**src/rtl/gpe_pkg.sv**
```systemverilog
// ----------------------------------------------------------------------------
// gpe_pkg
// shared constants and controller/datapath interface types for the
// goldbach pair enumerator
// ----------------------------------------------------------------------------
`default_nettype none

package gpe_pkg;

  localparam int MAX_N      = 1024;
  localparam int N_W        = 11;
  localparam int P_W        = 10;
  localparam int FLAG_DEPTH = MAX_N + 1;
  localparam int TAB_DEPTH  = 172;
  localparam int TAB_AW     = 8;
  localparam int RESULT_CAP = 64;
  localparam int CNT_W      = 7;
  localparam int DIV_STEPS  = N_W;
  localparam int DIV_CW     = 4;
  localparam int SQ_W       = 2 * P_W;

  localparam logic [N_W-1:0] LIMIT_RESET = N_W'(MAX_N);
  localparam logic [N_W-1:0] MIN_TARGET  = N_W'(4);
  localparam logic [N_W-1:0] TWO         = N_W'(2);
  localparam logic [N_W-1:0] THREE       = N_W'(3);

  localparam logic REG_UPPER_LIMIT = 1'b0;

  typedef struct packed {
    logic cand_inc;
    logic k_clr;
    logic k_inc;
    logic tab_rd;
    logic tab_append;
    logic flag_wr;
    logic flag_val;
    logic div_start;
    logic in_load;
    logic flag_rd;
    logic pair_take;
    logic final_push;
  } gpe_cmd_t;

  typedef struct packed {
    logic cand_two;
    logic cand_odd_ge3;
    logic cand_last;
    logic k_end;
    logic sq_gt;
    logic div_done;
    logic rem_zero;
    logic bad;
    logic p_over;
    logic flag_hit;
    logic pend_v;
    logic cap_next;
    logic out_free;
  } gpe_sts_t;

endpackage

`default_nettype wire

```
**src/rtl/gpe_ctrl.sv**
```systemverilog
// ----------------------------------------------------------------------------
// gpe_ctrl
// sequencer for the prime build after reset and the per-query prime walk
// ----------------------------------------------------------------------------
`default_nettype none

module gpe_ctrl
  import gpe_pkg::*;
(
  input  wire logic     clk,
  input  wire logic     rst_n,
  input  wire logic     in_valid,
  output logic          in_ready,
  input  wire gpe_sts_t sts,
  output gpe_cmd_t      cmd
);

  localparam logic [3:0] S_B_CAND = 4'd0;
  localparam logic [3:0] S_B_RD   = 4'd1;
  localparam logic [3:0] S_B_SQ   = 4'd2;
  localparam logic [3:0] S_B_DIV  = 4'd3;
  localparam logic [3:0] S_B_WR   = 4'd4;
  localparam logic [3:0] S_IDLE   = 4'd5;
  localparam logic [3:0] S_CHECK  = 4'd6;
  localparam logic [3:0] S_W_RD   = 4'd7;
  localparam logic [3:0] S_W_P    = 4'd8;
  localparam logic [3:0] S_W_F    = 4'd9;
  localparam logic [3:0] S_FINAL  = 4'd10;

  logic [3:0] state_r, state_nxt;
  logic       prime_r, prime_nxt;

  always_ff @(posedge clk) begin
    if (!rst_n) begin
      state_r <= S_B_CAND;
      prime_r <= 1'b0;
    end else begin
      state_r <= state_nxt;
      prime_r <= prime_nxt;
    end
  end

  always_comb begin
    state_nxt = state_r;
    prime_nxt = prime_r;
    cmd       = '0;
    in_ready  = 1'b0;
    unique case (state_r)
      S_B_CAND: begin
        if (sts.cand_odd_ge3) begin
          cmd.k_clr = 1'b1;
          state_nxt = S_B_RD;
        end else begin
          prime_nxt = sts.cand_two;
          state_nxt = S_B_WR;
        end
      end
      S_B_RD: begin
        if (sts.k_end) begin
          prime_nxt = 1'b1;
          state_nxt = S_B_WR;
        end else begin
          cmd.tab_rd = 1'b1;
          state_nxt  = S_B_SQ;
        end
      end
      S_B_SQ: begin
        if (sts.sq_gt) begin
          prime_nxt = 1'b1;
          state_nxt = S_B_WR;
        end else begin
          cmd.div_start = 1'b1;
          state_nxt     = S_B_DIV;
        end
      end
      S_B_DIV: begin
        if (sts.div_done) begin
          if (sts.rem_zero) begin
            prime_nxt = 1'b0;
            state_nxt = S_B_WR;
          end else begin
            cmd.k_inc = 1'b1;
            state_nxt = S_B_RD;
          end
        end
      end
      S_B_WR: begin
        cmd.flag_wr    = 1'b1;
        cmd.flag_val   = prime_r;
        cmd.tab_append = prime_r;
        cmd.cand_inc   = 1'b1;
        state_nxt      = sts.cand_last ? S_IDLE : S_B_CAND;
      end
      S_IDLE: begin
        in_ready = 1'b1;
        if (in_valid) begin
          cmd.in_load = 1'b1;
          state_nxt   = S_CHECK;
        end
      end
      S_CHECK: begin
        state_nxt = sts.bad ? S_FINAL : S_W_RD;
      end
      S_W_RD: begin
        if (sts.k_end) begin
          state_nxt = S_FINAL;
        end else begin
          cmd.tab_rd = 1'b1;
          state_nxt  = S_W_P;
        end
      end
      S_W_P: begin
        if (sts.p_over) begin
          state_nxt = S_FINAL;
        end else begin
          cmd.flag_rd = 1'b1;
          state_nxt   = S_W_F;
        end
      end
      S_W_F: begin
        if (!sts.flag_hit) begin
          cmd.k_inc = 1'b1;
          state_nxt = S_W_RD;
        end else if (!sts.pend_v || sts.out_free) begin
          cmd.pair_take = 1'b1;
          if (sts.cap_next) begin
            state_nxt = S_FINAL;
          end else begin
            cmd.k_inc = 1'b1;
            state_nxt = S_W_RD;
          end
        end
      end
      S_FINAL: begin
        if (sts.out_free) begin
          cmd.final_push = 1'b1;
          state_nxt      = S_IDLE;
        end
      end
      default: begin
        state_nxt = S_IDLE;
      end
    endcase
  end

endmodule

`default_nettype wire

```
**src/rtl/gpe_dp.sv**
```systemverilog
// ----------------------------------------------------------------------------
// gpe_dp
// prime flag and prime list memories, remainder unit, walk registers and
// result register
// ----------------------------------------------------------------------------
`default_nettype none

module gpe_dp
  import gpe_pkg::*;
(
  input  wire logic           clk,
  input  wire logic           rst_n,
  input  wire gpe_cmd_t       cmd,
  output gpe_sts_t            sts,
  input  wire logic [N_W-1:0] upper_limit,
  input  wire logic [N_W-1:0] in_even_target,
  output logic                out_valid,
  input  wire logic           out_ready,
  output logic [N_W-1:0]      out_small_prime,
  output logic [N_W-1:0]      out_large_prime,
  output logic [N_W-1:0]      out_pair_sum,
  output logic                out_last_pair,
  output logic                out_bad_query
);

  logic             flag_mem [FLAG_DEPTH];
  logic [P_W-1:0]   tab_mem  [TAB_DEPTH];

  logic [N_W-1:0]    cand_r;
  logic [TAB_AW-1:0] k_r;
  logic [TAB_AW-1:0] total_r;
  logic [P_W-1:0]    tab_q_r;
  logic              flag_q_r;
  logic              hit_ok_r;

  logic [P_W-1:0]    rem_r;
  logic [N_W-1:0]    dvd_r;
  logic [DIV_CW-1:0] div_cnt_r;

  logic [N_W-1:0]    n_r;
  logic [N_W-1:0]    q_r;
  logic              pend_v_r;
  logic [N_W-1:0]    pend_p_r;
  logic [N_W-1:0]    pend_q_r;
  logic [CNT_W-1:0]  count_r;

  logic              out_valid_r;
  logic [N_W-1:0]    out_p_r;
  logic [N_W-1:0]    out_q_r;
  logic [N_W-1:0]    out_n_r;
  logic              out_last_r;
  logic              out_bad_r;

  logic [SQ_W-1:0]   sq;
  logic [N_W-1:0]    p_ext;
  logic [N_W-1:0]    q_calc;
  logic [N_W-1:0]    shifted;
  logic              out_free;

  assign sq       = SQ_W'(tab_q_r) * SQ_W'(tab_q_r);
  assign p_ext    = {1'b0, tab_q_r};
  assign q_calc   = n_r - p_ext;
  assign shifted  = {rem_r, dvd_r[N_W-1]};
  assign out_free = !out_valid_r || out_ready;

  // memories
  always_ff @(posedge clk) begin
    if (cmd.flag_wr) begin
      flag_mem[cand_r] <= cmd.flag_val;
    end
    if (cmd.flag_rd) begin
      flag_q_r <= flag_mem[q_calc];
    end
  end

  always_ff @(posedge clk) begin
    if (cmd.tab_append) begin
      tab_mem[total_r] <= cand_r[P_W-1:0];
    end
    if (cmd.tab_rd) begin
      tab_q_r <= tab_mem[k_r];
    end
  end

  // control registers
  always_ff @(posedge clk) begin
    if (!rst_n) begin
      cand_r      <= '0;
      k_r         <= '0;
      total_r     <= '0;
      div_cnt_r   <= '0;
      pend_v_r    <= 1'b0;
      count_r     <= '0;
      out_valid_r <= 1'b0;
      hit_ok_r    <= 1'b0;
    end else begin
      if (cmd.cand_inc) begin
        cand_r <= cand_r + N_W'(1);
      end
      if (cmd.k_clr || cmd.in_load) begin
        k_r <= '0;
      end else if (cmd.k_inc) begin
        k_r <= k_r + TAB_AW'(1);
      end
      if (cmd.tab_append) begin
        total_r <= total_r + TAB_AW'(1);
      end
      if (cmd.div_start) begin
        div_cnt_r <= DIV_CW'(DIV_STEPS);
      end else if (div_cnt_r != '0) begin
        div_cnt_r <= div_cnt_r - DIV_CW'(1);
      end
      if (cmd.flag_rd) begin
        hit_ok_r <= (q_calc <= N_W'(MAX_N));
      end
      if (cmd.in_load) begin
        pend_v_r <= 1'b0;
        count_r  <= '0;
      end else if (cmd.pair_take) begin
        pend_v_r <= 1'b1;
        count_r  <= count_r + CNT_W'(1);
      end
      if (cmd.final_push || (cmd.pair_take && pend_v_r)) begin
        out_valid_r <= 1'b1;
      end else if (out_ready) begin
        out_valid_r <= 1'b0;
      end
    end
  end

  // payload registers
  always_ff @(posedge clk) begin
    if (cmd.div_start) begin
      rem_r <= '0;
      dvd_r <= cand_r;
    end else if (div_cnt_r != '0) begin
      dvd_r <= {dvd_r[N_W-2:0], 1'b0};
      if (shifted >= p_ext) begin
        rem_r <= P_W'(shifted - p_ext);
      end else begin
        rem_r <= shifted[P_W-1:0];
      end
    end
    if (cmd.in_load) begin
      n_r <= in_even_target;
    end
    if (cmd.flag_rd) begin
      q_r <= q_calc;
    end
    if (cmd.pair_take) begin
      pend_p_r <= p_ext;
      pend_q_r <= q_r;
    end
    if (cmd.final_push) begin
      out_p_r    <= pend_v_r ? pend_p_r : '0;
      out_q_r    <= pend_v_r ? pend_q_r : '0;
      out_n_r    <= n_r;
      out_last_r <= 1'b1;
      out_bad_r  <= sts.bad;
    end else if (cmd.pair_take && pend_v_r) begin
      out_p_r    <= pend_p_r;
      out_q_r    <= pend_q_r;
      out_n_r    <= n_r;
      out_last_r <= 1'b0;
      out_bad_r  <= 1'b0;
    end
  end

  always_comb begin
    sts.cand_two     = (cand_r == TWO);
    sts.cand_odd_ge3 = cand_r[0] && (cand_r >= THREE);
    sts.cand_last    = (cand_r == N_W'(MAX_N));
    sts.k_end        = (k_r == total_r);
    sts.sq_gt        = (sq > SQ_W'(cand_r));
    sts.div_done     = (div_cnt_r == '0);
    sts.rem_zero     = (rem_r == '0);
    sts.bad          = n_r[0] || (n_r < MIN_TARGET) || (n_r > upper_limit)
                       || (n_r > N_W'(MAX_N));
    sts.p_over       = (p_ext > (n_r >> 1));
    sts.flag_hit     = flag_q_r && hit_ok_r;
    sts.pend_v       = pend_v_r;
    sts.cap_next     = (count_r == CNT_W'(RESULT_CAP - 1));
    sts.out_free     = out_free;
  end

  assign out_valid       = out_valid_r;
  assign out_small_prime = out_p_r;
  assign out_large_prime = out_q_r;
  assign out_pair_sum    = out_n_r;
  assign out_last_pair   = out_last_r;
  assign out_bad_query   = out_bad_r;

endmodule

`default_nettype wire

```
**src/rtl/goldbach_pair_enumerator.sv**
```systemverilog
// ----------------------------------------------------------------------------
// goldbach_pair_enumerator
// builds a prime map after reset, then lists up to RESULT_CAP prime pairs of
// each queried even number in rising order of the smaller prime
//
//   channel  ports                          transaction
//   in       in_valid / in_ready            one even target
//   out      out_valid / out_ready          one pair, or one refusal
//   cfg      psel penable pwrite paddr ...  upper_limit at word 0
//
// after reset the build visits every number up to MAX_N, trial dividing
// odd candidates through a one-bit-per-cycle remainder unit; in_ready
// stays low until it ends
// a query walks the listed primes up to half the target, with a list read
// and a flag read in each step; a refused query skips the walk; a full
// result register stalls the walk
// ----------------------------------------------------------------------------
`default_nettype none

module goldbach_pair_enumerator
  import gpe_pkg::*;
(
  input  wire logic           clk,
  input  wire logic           rst_n,
  input  wire logic           in_valid,
  output logic                in_ready,
  input  wire logic [N_W-1:0] in_even_target,
  output logic                out_valid,
  input  wire logic           out_ready,
  output logic [N_W-1:0]      out_small_prime,
  output logic [N_W-1:0]      out_large_prime,
  output logic [N_W-1:0]      out_pair_sum,
  output logic                out_last_pair,
  output logic                out_bad_query,
  input  wire logic           psel,
  input  wire logic           penable,
  input  wire logic           pwrite,
  input  wire logic [2:0]     paddr,
  input  wire logic [31:0]    pwdata,
  output logic [31:0]         prdata,
  output logic                pready
);

  logic [N_W-1:0] upper_limit_r;
  gpe_cmd_t       cmd;
  gpe_sts_t       sts;

  always_ff @(posedge clk) begin
    if (!rst_n) begin
      upper_limit_r <= LIMIT_RESET;
    end else if (psel && penable && pwrite && (paddr[2] == REG_UPPER_LIMIT)) begin
      upper_limit_r <= pwdata[N_W-1:0];
    end
  end

  assign pready = 1'b1;
  assign prdata = (paddr[2] == REG_UPPER_LIMIT) ? {(32 - N_W)'(0), upper_limit_r} : '0;

  gpe_ctrl u_ctrl (
    .clk      (clk),
    .rst_n    (rst_n),
    .in_valid (in_valid),
    .in_ready (in_ready),
    .sts      (sts),
    .cmd      (cmd)
  );

  gpe_dp u_dp (
    .clk             (clk),
    .rst_n           (rst_n),
    .cmd             (cmd),
    .sts             (sts),
    .upper_limit     (upper_limit_r),
    .in_even_target  (in_even_target),
    .out_valid       (out_valid),
    .out_ready       (out_ready),
    .out_small_prime (out_small_prime),
    .out_large_prime (out_large_prime),
    .out_pair_sum    (out_pair_sum),
    .out_last_pair   (out_last_pair),
    .out_bad_query   (out_bad_query)
  );

endmodule

`default_nettype wire

```
**config.mk**
```make
export PLATFORM = sky130hd
export DESIGN_NAME = goldbach_pair_enumerator
export DESIGN_NICKNAME = d
export VERILOG_FILES = /design/src/rtl/gpe_pkg.sv /design/src/rtl/gpe_ctrl.sv /design/src/rtl/gpe_dp.sv /design/src/rtl/goldbach_pair_enumerator.sv
export SDC_FILE = /design/constraint.sdc
export NUM_CORES = 2
export LEC_CHECK = 0
export ABC_AREA = 1
export BUFFER_PORTS_ARGS = -buffer_cell sky130_fd_sc_hd__buf_2
export CAP_MARGIN = 5
export CORE_MARGIN = 3
export CORE_UTILIZATION = 30
export DETAILED_ROUTE_END_ITERATION = 8
export MAX_ROUTING_LAYER = met4
export SETUP_SLACK_MARGIN = 0.1
export SLEW_MARGIN = 10
export SYNTH_ARGS = -nofsm -noshare
export SYNTH_HDL_FRONTEND = slang
export SYNTH_SLANG_ARGS = --single-unit
```
**constraint.sdc**
```tcl
create_clock -name clk -period 15.2 [get_ports clk]
set_clock_uncertainty 0.2 [all_clocks]
set_input_delay 0.76 -clock clk [delete_from_list [all_inputs] [get_ports clk]]
set_output_delay 0.76 -clock clk [all_outputs]
set_load 0.05 [all_outputs]
```
==> impl_metrics.csv <==
group,metric,value,unit
cts,worstSkewPairLatency,0.87,ns
cells_and_area,layout_top_registers,"u_dp.tab_mem: 1720 flops, u_dp.flag_mem: 1025 flops",
global_routing,largest_net_degree_at_the_start_of_global_routing,283,
drt,violation_count_after_the_first_detailed_route_iteration,10350,
logic_synthesis,synthesis.area,0.1255,mm^2
timing,final-setup-viol-count,0,
logic_synthesis,yosys.cell_types.count,55,
cells_and_area,register_name_with_the_most_flops,"u_dp.tab_mem",
floorplan,ios,123,
logic_synthesis,seq_area_frac_synth,69.13,%
cts,clock-root-buffer,"clkbuf_16",
worst_setup_path,crit_path_max_fanout,40,
floorplan,die-area,0.4260,mm^2
timing,pin_slew_with_the_least_headroom_to_its_limit,1.454,ns
worst_setup_path,critical_path.n_buffers_inverters,1,
logic_synthesis,post_synth_edffs,2843,
logic_synthesis,ys_ff_latch,2911,
pwr,ir_worst_vdd,0.09007,mV
drt,dr.pass1.iters,6,
timing,period_needed,7.240,ns
logic_synthesis,synth.top_cell.area_share,68.05,%
run,cap_violations,0,
cts,clock_sink_count,2911,
drt,routed-via-count,85330,
cells_and_area,fillerInstances,41180,
pwr,internal_pwr_total,0.01273,W
logic_synthesis,ys_top_cells_by_area,"edfxtp_1, nor2_1, o21ai_0",
floorplan,floorplan.rows,236,
floorplan,die-height,652.7,um
cts,cts.clk_slew.worst_paths,0.06,ns
logic_synthesis,largest_area_contributor_in_the_synthesized_netlist,"edfxtp_1",
worst_setup_path,timing.critical_path.slowest_cell_delay,0.90,ns
worst_setup_path,worst_setup_path_start_kind,"flip-flop",
timing,final_min_period_over_clock_period,47.63,%
global_routing,first_global_vias,79660,
pwr,total_power_density_per_cell_area,115.3,mW/mm^2
placement,portBuffers,76,
pwr,power.leakage,44.39,nW
global_routing,antenna_found_initial,10,
pwr,power_frac_clock,42.2,%
worst_setup_path,cp_cell_sequence,"nand2_1, fa_1, fa_1, inv_1, fa_1, fa_1, fa_1, ha_1, a21oi_1, o21ai_0, a21oi_1, xnor2_1, ha_1, nand2_1, nor4_1, nand2_1, nand2_1, nand2_1, nor2_2, nand3_2, nand2_1",
logic_synthesis,ys.warnings.count,0,
cells_and_area,layout-area-overhead-vs-synth,11.30,%
logic_synthesis,ys.flop_type,"edfxtp_1",
timing,report.final.slew_viol_count,0,
worst_setup_path,crit_path_top_delay_cell,"edfxtp_1",
cts,cts_hold_repair.buffers,20,
timing,maxSlewHeadroom,3.064,%
worst_hold_path,min_path_type,"in -> reg",
cells_and_area,multi_input_gate_area_in_the_final_layout,0.03404,mm^2
floorplan,start_util,30.24,%
global_routing,grt_pass1_wl,525400,um
cells_and_area,drive_gt1_share,6.181,%
placement,dp_cells,16160,
pwr,netSwitchingPower,0.003379,W
drt,final_antenna_net_count,0,
timing,unrepaired_setup_endpoints_after_global_routing,"no",
drt,routed_wire_length_per_instance,21.47,um
pwr,power.share.switching,20.98,%
timing,clock.fmax,138.1,MHz
logic_synthesis,netlist_instances,11290,
drt,remaining_drc_errors,0,
worst_setup_path,worstPathRequired,15.49,ns
drt,routed_via_density,5.117,
floorplan,chipWidth,652.7,um
floorplan,core_area,0.4149,mm^2
worst_setup_path,timing.critical_path.mode_cell,"nand2_1",
cells_and_area,layout.cells.non_filler,16680,
logic_synthesis,syn-mean-instance-area,11.11,um^2
logic_synthesis,async_reset_ff_share,0,%
worst_setup_path,critPathTopFamily,"adder cells",
timing,totalNegativeSetupSlack,0,ns
global_routing,globalRouteOverflowTotal,0,
placement,globalplace.congestion,0.8398,
cells_and_area,num-nets-final,11210,
cells_and_area,largest_register_ffs,1720,
cts,cts_max_path_buffers,4,
outcome,result_of_the_run,"completed",
timing,hold_violations,0,
global_routing,grt_use_total,16.66,%
cts,postCtsSetupBuffers,0,
drt,detail_route.wirelength,358100,um
cts,numCtsBuffers,288,
pwr,power.share.sequential,55.0,%
cts,ctsResizeCount,0,
cts,cts_tree,"yes",
worst_setup_path,crit_type,"reg -> reg",
worst_setup_path,critPathArrivalTime,7.53,ns
cts,cts_max_level,5,
placement,half_perimeter_wire_length_of_the_detailed_placement_result,188900,um
pwr,share_comb_of_total_power,2.8,%
cells_and_area,regArea,0.08678,mm^2
worst_setup_path,worst_setup_path_end_kind,"flip-flop",
==> layer usage <==
metal	GRT usage [%]	routed length, um	share of wire, %
met1	22.71	151800	42
met2	26.10	166800	47
met3	2.082	28360	7.9
met4	4.816	11180	3.1
met5	-	0	0
==> Yosys cell counts, drive strengths merged (3+ instances only) <==
cell,number
or2,4
nand2,1291
inv,352
a221oi,4
o31ai,6
edfxtp,2843
nor2,2912
o221ai,158
o2111ai,3
clkbuf,529
dfxtp,68
xnor2,9
o21ai,1325
a21oi,144
ha,109
a211oi,5
nand4,49
nand3b,5
a31oi,16
o22ai,274
clkinv,7
nand3,611
o211ai,85
nor3,49
fa,49
xor2,26
buf,322
a21o,7
nor4,13
==> per-stage QoR <==
| step | utilization [%] | area [um^2] | power, W | hold WS [ns] | setup slack, ns |
|---|---|---|---|---|---|
| after floorplan | - | 125500 | 0.009364 | 0.2003 | 0.3688 |
| after detailed placement | 31.52 | 130800 | 0.009475 | 0.2054 | 7.893 |
| after CTS | 33.65 | 139600 | 0.01619 | 0.001185 | 7.889 |
| after global routing | 33.66 | 139600 | 0.01658 | 0.04195 | 7.509 |
| after global placement | 31.52 | 130800 | 0.009469 | 0.2034 | 7.873 |
| final | 33.66 | 139600 | 0.01611 | 0.05799 | 7.960 |
==> path summary, 6_finish.rpt <==
check	startpoint	end	slack (ns)	cells after the start
worst min-delay path	pwdata[2]	upper_limit_r[2]	0.06	3
worst min register to register	u_dp.q_r[7]	u_dp.pend_q_r[7]	0.22	0
worst max register to register	u_dp.tab_q_r[0]	u_dp.dvd_r[0]	7.96	21
worst max-delay path	u_dp.tab_q_r[0]	u_dp.dvd_r[0]	7.96	21
==> layout by cell type (no fill, tap or decap), drive strengths merged, types with 5 or more instances in the layout <==
cell type	n
nor2	2912
edfxtp	2843
o21ai	1325
nand2	1291
nand3	611
clkbuf	382
inv	356
o22ai	274
buf	226
o221ai	158
a21oi	144
ha	109
clkinv	97
o211ai	85
dfxtp	68
nand4	49
fa	49
nor3	49
xor2	26
conb	23
dlygate4sd3	20
a31oi	16
nor4	13
bufinv	9
xnor2	9
a21o	7
o31ai	6
clkinvlp	6
diode	5
a211oi	5
nand3b	5
==> worst register-to-register path, stage by stage (launching register included) <==
cell and delay (ns):
edfxtp_1 0.90, nand2_1 0.19, fa_1 0.49, fa_1 0.50
inv_1 0.05, fa_1 0.50, fa_1 0.44, fa_1 0.47
ha_1 0.34, a21oi_1 0.21, o21ai_0 0.15, a21oi_1 0.17
xnor2_1 0.09, ha_1 0.30, nand2_1 0.05, nor4_1 0.16
nand2_1 0.09, nand2_1 0.08, nand2_1 0.06, nor2_2 0.14
nand3_2 0.61, nand2_1 0.69
==> cell families after synthesis <==
logic type / Yosys count / share of synthesized area, %
and+or+nand+nor: 4938 / 15.62
DFF: 2911 / 69.13
AOI/OAI and AO/OA: 2035 / 9.141
buffers and inverters: 1210 / 3.981
adders and majority gates: 158 / 1.869
xor gates and xnor gates: 35 / 0.2503
other: 2 / 0.005986
==> cell type report <==
cell class / count / share of cell area, %
Clock buffer: 382 / 5.649
Timing Repair Buffer: 246 / 1.357
Tap cell: 5474 / 4.905
Sequential cell: 2911 / 62.15
Multi-Input combinational cell: 7189 / 24.38
Inverter: 359 / 0.9964
Antenna cell: 5 / 0.008961
Clock inverter: 109 / 0.5538
==> power by group through the flow <==
stage               combinational, W  sequential, W  clock, W
floorplan                   0.000279        0.00908         0
finish                      0.000457        0.00886   0.00679
global route                0.000504        0.00886   0.00722
CTS                         0.000452        0.00886   0.00689
global placement            0.000442        0.00903         0
detailed placement          0.000447        0.00903         0
Power figures use the tool's default switching activity.
